==> config.mk <==
export PLATFORM = sky130hd
export DESIGN_NAME = fpc_ctrl
export DESIGN_NICKNAME = d
export VERILOG_FILES = /design/src/rtl/fpc_pkg.sv /design/src/rtl/fpc_ctrl.sv
export SDC_FILE = /design/constraint.sdc
export NUM_CORES = 1
export LEC_CHECK = 0
export ABC_AREA = 1
export BUFFER_PORTS_ARGS = -buffer_cell sky130_fd_sc_hd__buf_2
export CAP_MARGIN = 20
export CELL_PAD_IN_SITES_DETAIL_PLACEMENT = 0
export CELL_PAD_IN_SITES_GLOBAL_PLACEMENT = 1
export CORE_MARGIN = 2
export CORE_UTILIZATION = 34
export CTS_CLUSTER_DIAMETER = 30
export DETAILED_ROUTE_END_ITERATION = 10
export GPL_TIMING_DRIVEN = 0
export PLACE_DENSITY_LB_ADDON = 0.12
export SLEW_MARGIN = 20
export SYNTH_ARGS = -nofsm -noshare
export SYNTH_HDL_FRONTEND = slang
export SYNTH_SLANG_ARGS = --single-unit
==> constraint.sdc <==
create_clock -name aclk -period 1.7 [get_ports aclk]
set_input_delay 0.34 -clock aclk [delete_from_list [all_inputs] [get_ports aclk]]
set_output_delay 0.34 -clock aclk [all_outputs]
set_load 0.05 [all_outputs]
==> src/rtl/fpc_pkg.sv <==
// package: types, constants and codes for the frustum plane culler
`timescale 1ns / 1ps
`default_nettype none
package fpc_pkg;

    localparam int FRAC_BITS_DEF = 16;
    localparam int PLANE_W       = 48;
    localparam int COORD_W       = 32;
    localparam int RAW_W         = 33;
    localparam int NUM_PLANES    = 6;
    localparam int NUM_COEF      = 24;

    localparam logic [2:0] MODE_LOAD    = 3'd0;
    localparam logic [2:0] MODE_EXTRACT = 3'd1;
    localparam logic [2:0] MODE_POINT   = 3'd2;
    localparam logic [2:0] MODE_SPHERE  = 3'd3;
    localparam logic [2:0] MODE_BOX     = 3'd4;

    typedef struct packed {
        logic [2:0]         mode;
        logic [3:0]         elem_index;
        logic signed [31:0] elem_value;
        logic signed [31:0] first_x;
        logic signed [31:0] first_y;
        logic signed [31:0] first_z;
        logic signed [31:0] second_x;
        logic signed [31:0] second_y;
        logic signed [31:0] second_z;
        logic [30:0]        radius;
    } in_item_t;

    typedef struct packed {
        logic       inside_res;
        logic [1:0] test_kind;
    } out_item_t;

    // controller to datapath
    typedef struct packed {
        logic       load_item;
        logic       write_elem;
        logic       ext_start;
        logic       test_step;
        logic [2:0] plane_sel;
    } dp_cmd_t;

    // datapath to controller
    typedef struct packed {
        logic ext_done;
        logic plane_out;
    } dp_sts_t;

endpackage
`default_nettype wire

==> src/rtl/fpc_ctrl.sv <==
// controller: sequences loads, plane extraction and plane tests
`timescale 1ns / 1ps
`default_nettype none
module fpc_ctrl (
    input  wire logic                aclk,
    input  wire logic                aresetn,
    input  wire logic                s_valid,
    output logic                     s_ready,
    input  wire logic [2:0]          s_mode,
    output logic                     m_valid,
    input  wire logic                m_ready,
    output logic                     res_inside,
    output logic [1:0]               res_kind,
    output fpc_pkg::dp_cmd_t         cmd,
    input  wire fpc_pkg::dp_sts_t    sts
);

    localparam logic [1:0] ST_IDLE = 2'd0;
    localparam logic [1:0] ST_EXT  = 2'd1;
    localparam logic [1:0] ST_TEST = 2'd2;
    localparam logic [1:0] ST_WAIT = 2'd3;

    logic [1:0] state_reg, state_next;
    logic [2:0] plane_reg, plane_next;
    logic       out_reg, out_next;
    logic       mval_reg, mval_next;
    logic       ins_reg, ins_next;
    logic [1:0] kind_reg, kind_next;
    logic [1:0] tk_reg, tk_next;
    logic       acc;
    logic       m_free;

    assign m_free  = !mval_reg || m_ready;
    assign s_ready = (state_reg == ST_IDLE);
    assign acc     = s_valid && s_ready;
    assign m_valid    = mval_reg;
    assign res_inside = ins_reg;
    assign res_kind   = kind_reg;

    always_comb begin
        state_next = state_reg;
        plane_next = plane_reg;
        out_next   = out_reg;
        mval_next  = mval_reg && !m_ready;
        ins_next   = ins_reg;
        kind_next  = kind_reg;
        tk_next    = tk_reg;
        cmd        = '0;
        cmd.plane_sel = plane_reg;
        unique case (state_reg)
            ST_IDLE: begin
                if (acc) begin
                    cmd.load_item = 1'b1;
                    if (s_mode == fpc_pkg::MODE_LOAD) begin
                        cmd.write_elem = 1'b1;
                    end else if (s_mode == fpc_pkg::MODE_EXTRACT) begin
                        cmd.ext_start = 1'b1;
                        state_next = ST_EXT;
                    end else if (s_mode == fpc_pkg::MODE_POINT ||
                                 s_mode == fpc_pkg::MODE_SPHERE ||
                                 s_mode == fpc_pkg::MODE_BOX) begin
                        plane_next = '0;
                        out_next   = 1'b0;
                        tk_next    = 2'(s_mode - fpc_pkg::MODE_POINT);
                        state_next = ST_TEST;
                    end
                end
            end
            ST_EXT: begin
                if (sts.ext_done) begin
                    state_next = ST_IDLE;
                end
            end
            ST_TEST: begin
                cmd.test_step = 1'b1;
                out_next = out_reg || sts.plane_out;
                if (plane_reg == 3'(fpc_pkg::NUM_PLANES - 1)) begin
                    state_next = ST_WAIT;
                end else begin
                    plane_next = plane_reg + 3'd1;
                end
            end
            ST_WAIT: begin
                if (m_free) begin
                    mval_next  = 1'b1;
                    ins_next   = !out_reg;
                    kind_next  = tk_reg;
                    state_next = ST_IDLE;
                end
            end
            default: state_next = ST_IDLE;
        endcase
    end

    always_ff @(posedge aclk) begin
        if (!aresetn) begin
            state_reg <= ST_IDLE;
            mval_reg  <= 1'b0;
        end else begin
            state_reg <= state_next;
            mval_reg  <= mval_next;
        end
        plane_reg <= plane_next;
        out_reg   <= out_next;
        ins_reg   <= ins_next;
        kind_reg  <= kind_next;
        tk_reg    <= tk_next;
    end

`ifndef SYNTHESIS
    a_no_accept_busy: assert property (@(posedge aclk) disable iff (!aresetn)
        state_reg != ST_IDLE |-> !s_ready) else $error("accept while busy");
    a_result_after_wait: assert property (@(posedge aclk) disable iff (!aresetn)
        (state_reg == ST_WAIT && m_free) |=> m_valid) else $error("result lost");
    a_plane_range: assert property (@(posedge aclk) disable iff (!aresetn)
        state_reg == ST_TEST |-> plane_reg < 3'(fpc_pkg::NUM_PLANES))
        else $error("plane index out of range");
`endif

endmodule
`default_nettype wire

==> metrics.md, run 1 <==
| Metric | Value |
|---|---|
| Status | finished clean |
| Die W | 47.03 µm |
| Top delay family on crit path | simple AND/OR/NAND/NOR gates |
| Post-Synthesis Cells | 73 |
| YS warnings | 0 |
| Seq/Total Area, Yosys | 52.49% |
| VDD IR-drop max | 836.8 µV |
| Die Y | 47.03 µm |
| Combinational power share | 53.1% |
| Post-CTS setup buffers | 0 |
| RSZ-0062 raised after global routing | false |
| NetSw | 0.6964 mW |
| GP Congestion | 0.7645 |
| R2R Setup Slk | 0.34 ns |
| Slowest library cell on the worst path | dfxtp_1 |
| Multi-input logic area | 255.2 µm² |
| Clk sinks | 12 |
| HP Class | input pin to flip-flop |
| IO Port Bufs | 20 |
| Maximum clock frequency | 621.4 MHz |
| Worst Setup End Kind | output pin |
| DPL Wire Length | 854.3 µm |
| Final min period | 1.609 ns |
| Syn_nets | 84 |
| Post-synthesis cell area | 629.4 µm² |
| Total Nets Final | 109 |
| Drt wl/cell | 8.311 µm |
| Clk_skew | 0.004230 ns |
| Initial DRC Count | 6 |
| Total Power | 1.414 mW |
| Pleak | 0.3810 nW |
| Clock share of power | 11.9% |
| Max FO, Critical Path | 6 |
| Internal | 0.7176 mW |
| Die Area | 0.002211 mm² |
| CP Data Arrival Time | 1.27 ns |
| Final wirelength | 1014 µm |
| Synth Flop Type | edfxtp_1 |
| Core ar. | 0.001727 mm² |
| Fin crit share | 94.66% |
| Max stage delay on crit path | 0.39 ns |
| Area grow syn2layout | 26.84% |
| Number of global-route vias before repair | 410 |
| Crit path kind | flip-flop to output pin |
| Num CTS Buffers | 3 |
| WP data required | 1.36 ns |
| Critical Path Start Type | flip-flop |
| CP Cell Sequence | nor2_4, nand2_1, nor2_2, clkbuf_4 |
| Ys async rst share | 0% |
| Setup TNS | 0 ns |
| Commonest non-fill, non-tap cell in the layout | buf_2 |
| Pre-Repair DR Iteration Count | 4 |
| Clock Tree Root | clkbuf_4 |
| Via/cell ratio | 4.197 |
| Initial antenna violation count | 0 |
| FF+latch area | 331.6 µm² |
| Switching Fraction | 49.25% |
| Total inserted antenna cells | 0 |
| Worst hold slack | 0.2803 ns |
| Max FFs per register | 3 |
| Worst-path clk slew | 0.07 ns |
| DR vias | 512 |
| Max Buffers Root-to-Sink | 2 |
| Worst slew pin tran | 0.2839 ns |
| Top Ports | 21 |
| Slew headroom | 81.05% |
| Worst setup margin | 0.09075 ns |
| Hold Violations, Final | 0 |
| First-pass GRT wire length | 1504 µm |
| Power Density | 1771 mW/mm² |
| WP buf/inv | 1 |
| Htree depth | 1 |
| Rows | 15 |
| Starting Density | 36.45% |
| GRT Residual Overflow | 0 |
| Layout fillers | 183 |
| Share of post-route cells with drive strength above 1 | 35.05% |
| Number of synthesized flops with an enable pin | 9 |
| Worst-Skew Late Latency | 0.26 ns |
| Most frequent cells in the layout | 18 x buf_2, 17 x nor2_1, 12 x nand2_1 |
| CTS tree | yes |
| Post-DRT Antenna Nets | 0 |
| Maxcap violations | 0 |
| Dpl ws | 0.2118 ns |
| Final Setup Violations | 0 |
| Count of cell types in the netlist | 18 |
| Final Max Tran Viols | 0 |
| Sequential power share | 35.0% |
| Final routed DRC violation total | 0 |
| Tot GR Track Use | 9.881% |
| Post-Syn Area per Cell | 8.621 µm² |
| Number of synthesized register bits | 12 |
| Maximum number of pins on one net before global-route repair | 8 |
-- cell usage after synthesis, types with 2 or more instances --
cell type / number / share of area, %
nand3_1: 3 / 2.4
edfxtp_1: 9 / 43
nor2_4: 2 / 3.6
inv_1: 9 / 5.4
o21ai_1: 2 / 1.6
inv_2: 2 / 1.2
clkinv_1: 2 / 1.2
nand3_2: 2 / 3.2
nand2_1: 12 / 7.2
nor2_1: 19 / 11
dfxtp_1: 3 / 9.5
ha_1: 2 / 4.0
-- cell type report --
| class | count | share of cell area, % |
|---|---|---|
| flip-flops and latches | 12 | 41.54 |
| well taps | 25 | 3.918 |
| clock buffers | 3 | 2.821 |
| repair buffers | 20 | 13.17 |
| multi-input cells | 48 | 31.97 |
| inverters | 13 | 6.113 |
| clock inverters | 1 | 0.4702 |
-- kinds of logic after synthesis --
kind of cell    after synthesis  share of synthesized area [%]
buf+inv                      13                          7.754
fa+ha+maj                     2                          3.976
flops                        12                          52.49
compound gates                4                          3.578
xor+xnor                      1                          1.392
simple gates                 41                          30.82
-- final timing paths --
kind                              startpoint      endpoint  depth (start not counted)
worst max-delay path            state_reg[0]        cmd[4]                          4
worst min-delay path               s_mode[0]     tk_reg[0]                          1
worst max register to register  state_reg[0]  plane_reg[1]                          5
worst min register to register     tk_reg[1]   res_kind[1]                          0
-- stage by stage --
stage          cells  utilization, %  instance area [µm²]
6_report         122           46.23                798.3
5_1_grt          122           46.23                798.3
4_1_cts          122           45.87                792.0
3_5_place_dp     118           44.35                765.7
3_3_place_gp     118           44.35                765.7
2_1_floorplan     73               -                634.4
-- power by group through the flow --
stage               registers [mW]  clock network, mW  logic (mW)
detailed placement           0.502                  0       0.750
floorplan                    0.624                  0       0.483
finish                       0.495              0.169       0.750
CTS                          0.495              0.179       0.754
global route                 0.506              0.191       0.822
global placement             0.498                  0       0.754
-- timing repair --
item | in CTS | in global routing
resized for setup | 0 | 3
endpoints found under the setup margin | 0 | 2
hold buffers | 0 | 0
-- metal layers --
metal,track usage [%],vias up,routed length (µm)
met5,0,-,0
met4,6.667,0,18
met3,1.154,2,58
met2,18.08,18,505
met1,10.48,217,431
li1,-,275,-
-- worst reg2reg max path, stage by stage (launching register included) --
cell	delay [ns]
dfxtp_1	0.48
nor2_4	0.08
nand3_2	0.09
nand2_2	0.08
nor2_2	0.14
o21a_1	0.20
No activity file was read; power rests on OpenSTA's default activity.
==> inputs of run 2 (changes only) <==
- CORE_UTILIZATION: 34 -> 36
- CTS_BUF_LIST: default -> sky130_fd_sc_hd__clkbuf_8
==> metrics.md, run 2 (synthesis results as in run 1) <==
| Metric | Value |
|---|---|
| Die Y | 45.81 µm |
| IO Port Bufs | 20 |
| Setup crit start | state_reg[0] |
| Worst-path clk slew | 0.05 ns |
| Worst-Skew Late Latency | 0.23 ns |
| HP Class | input pin to flip-flop |
| Drt wl/cell | 8.579 µm |
| Post-Route Utilization | 47.70% |
| Worst hold slack | 0.3212 ns |
| Pre-Repair DR Iteration Count | 5 |
| Final routed DRC violation total | 0 |
| DPL Wire Length | 842.2 µm |
| Maximum clock frequency | 629.6 MHz |
| Worst slew pin tran | 0.2686 ns |
| Hold Violations, Final | 0 |
| Share of post-route cells with drive strength above 1 | 34.02% |
| Area grow syn2layout | 28.03% |
| GP Congestion | 0.7662 |
| Final wirelength | 978 µm |
| CTS tree | yes |
| Fin crit share | 93.43% |
| Tot GR Track Use | 10.44% |
| Critical Path Start Type | flip-flop |
| Max FO, Critical Path | 6 |
| VDD IR-drop max | 888.6 µV |
| Final min period | 1.588 ns |
| R2R Setup Slk | 0.33 ns |
| Final Setup Violations | 0 |
| Maximum number of pins on one net before global-route repair | 8 |
| Initial antenna violation count | 0 |
| Core ar. | 0.001689 mm² |
| Number of global-route vias before repair | 412 |
| Die W | 45.81 µm |
| Htree depth | 1 |
| Most frequent cells in the layout | 18 x buf_2, 17 x nor2_1, 12 x nand2_1 |
| First-pass GRT wire length | 1538 µm |
| Layout fillers | 174 |
| GRT Residual Overflow | 0 |
| Starting Density | 37.26% |
| CP Data Arrival Time | 1.25 ns |
| Worst Setup End Kind | output pin |
| Rows | 15 |
| Maxcap violations | 0 |
| Reg-to-reg startpoint | state_reg[0] |
| Final Max Tran Viols | 0 |
| Clock Tree Root | clkbuf_8 |
| Num CTS Buffers | 3 |
| Crit path kind | flip-flop to output pin |
| Clk sinks | 12 |
| Commonest non-fill, non-tap cell in the layout | buf_2 |
| Total inserted antenna cells | 0 |
| DR vias | 497 |
| RSZ-0062 raised after global routing | false |
| Top Ports | 21 |
| Pleak | 0.3891 nW |
| Power Density | 1850 mW/mm² |
| Slew headroom | 82.07% |
| Max FFs per register | 3 |
| Setup TNS | 0 ns |
| WP data required | 1.36 ns |
| Total Nets Final | 109 |
| Die Area | 0.002099 mm² |
| Hold Crit Start | s_mode[0] |
| Status | finished clean |
| Initial DRC Count | 2 |
| Post-DRT Antenna Nets | 0 |
| Clk_skew | 0.001306 ns |
| Via/cell ratio | 4.360 |
| Max Buffers Root-to-Sink | 2 |
==> run 2: changes by cell type in the layout (fill, tap and decap cells not counted), sizes merged <==
cell,delta
clkbuf,-1
buf,+1
==> run 2: where the power goes <==
group | switching, mW | internal [mW] | leakage [nW]
logic | 0.544 | 0.209 | 0.257
registers | 0.0709 | 0.423 | 0.109
clock network | 0.0870 | 0.158 | 0.0231
total | 0.702 | 0.789 | 0.389
==> run 2: repair_timing <==
item | in CTS | in global routing
hold endpoints to repair | 0 | 0
resized for setup | 0 | 3
endpoints found under the setup margin | 0 | 2
hold buffers | 0 | 0
buffers inserted | 0 | 0
==> run 2: per-stage QoR <==
| step | cells | area, µm² | setup slack [ns] | power [mW] |
|---|---|---|---|---|
| floorplan | 73 | 634.4 | 0.01160 | 1.107 |
| global placement | 110 | 755.7 | 0.2015 | 1.252 |
| detailed placement | 110 | 755.7 | 0.2203 | 1.254 |
| CTS | 114 | 800.8 | 0.06092 | 1.504 |
| global route | 114 | 805.8 | 0.01199 | 1.600 |
| finish | 114 | 805.8 | 0.1117 | 1.491 |
==> run 2: worst max-delay path, stage by stage (launching register included) <==
cell	delay, ns
dfxtp_1	0.38
nor2_4	0.19
nand2_1	0.12
nor2_2	0.11
clkbuf_4	0.23
==> run 2: final cells by class <==
| cell class | count | area (µm²) | area share, % |
|---|---|---|---|
| sequential | 12 | 330.3 | 40.99 |
| multi-input combinational | 48 | 255.2 | 31.68 |
| timing repair buffer | 20 | 105.1 | 13.04 |
| inverter | 13 | 48.80 | 6.056 |
| clock buffer | 3 | 41.29 | 5.124 |
| tap | 17 | 21.27 | 2.640 |
| clock inverter | 1 | 3.754 | 0.4658 |
==> run 2: path summary, 6_finish.rpt <==
check | end | cells after the start
max | cmd[4] | 4
min | tk_reg[0] | 1
max reg2reg | plane_reg[2] | 5
min reg2reg | res_kind[1] | 0
==> run 2: per-layer routing <==
layer	vias to the layer above	GRT usage (%)	part of all wire (%)
met2	14	18.31	49
met4	0	6.857	2.1
li1	276	-	-
met1	205	11.74	45
met5	-	0	0
met3	2	1.190	3.8
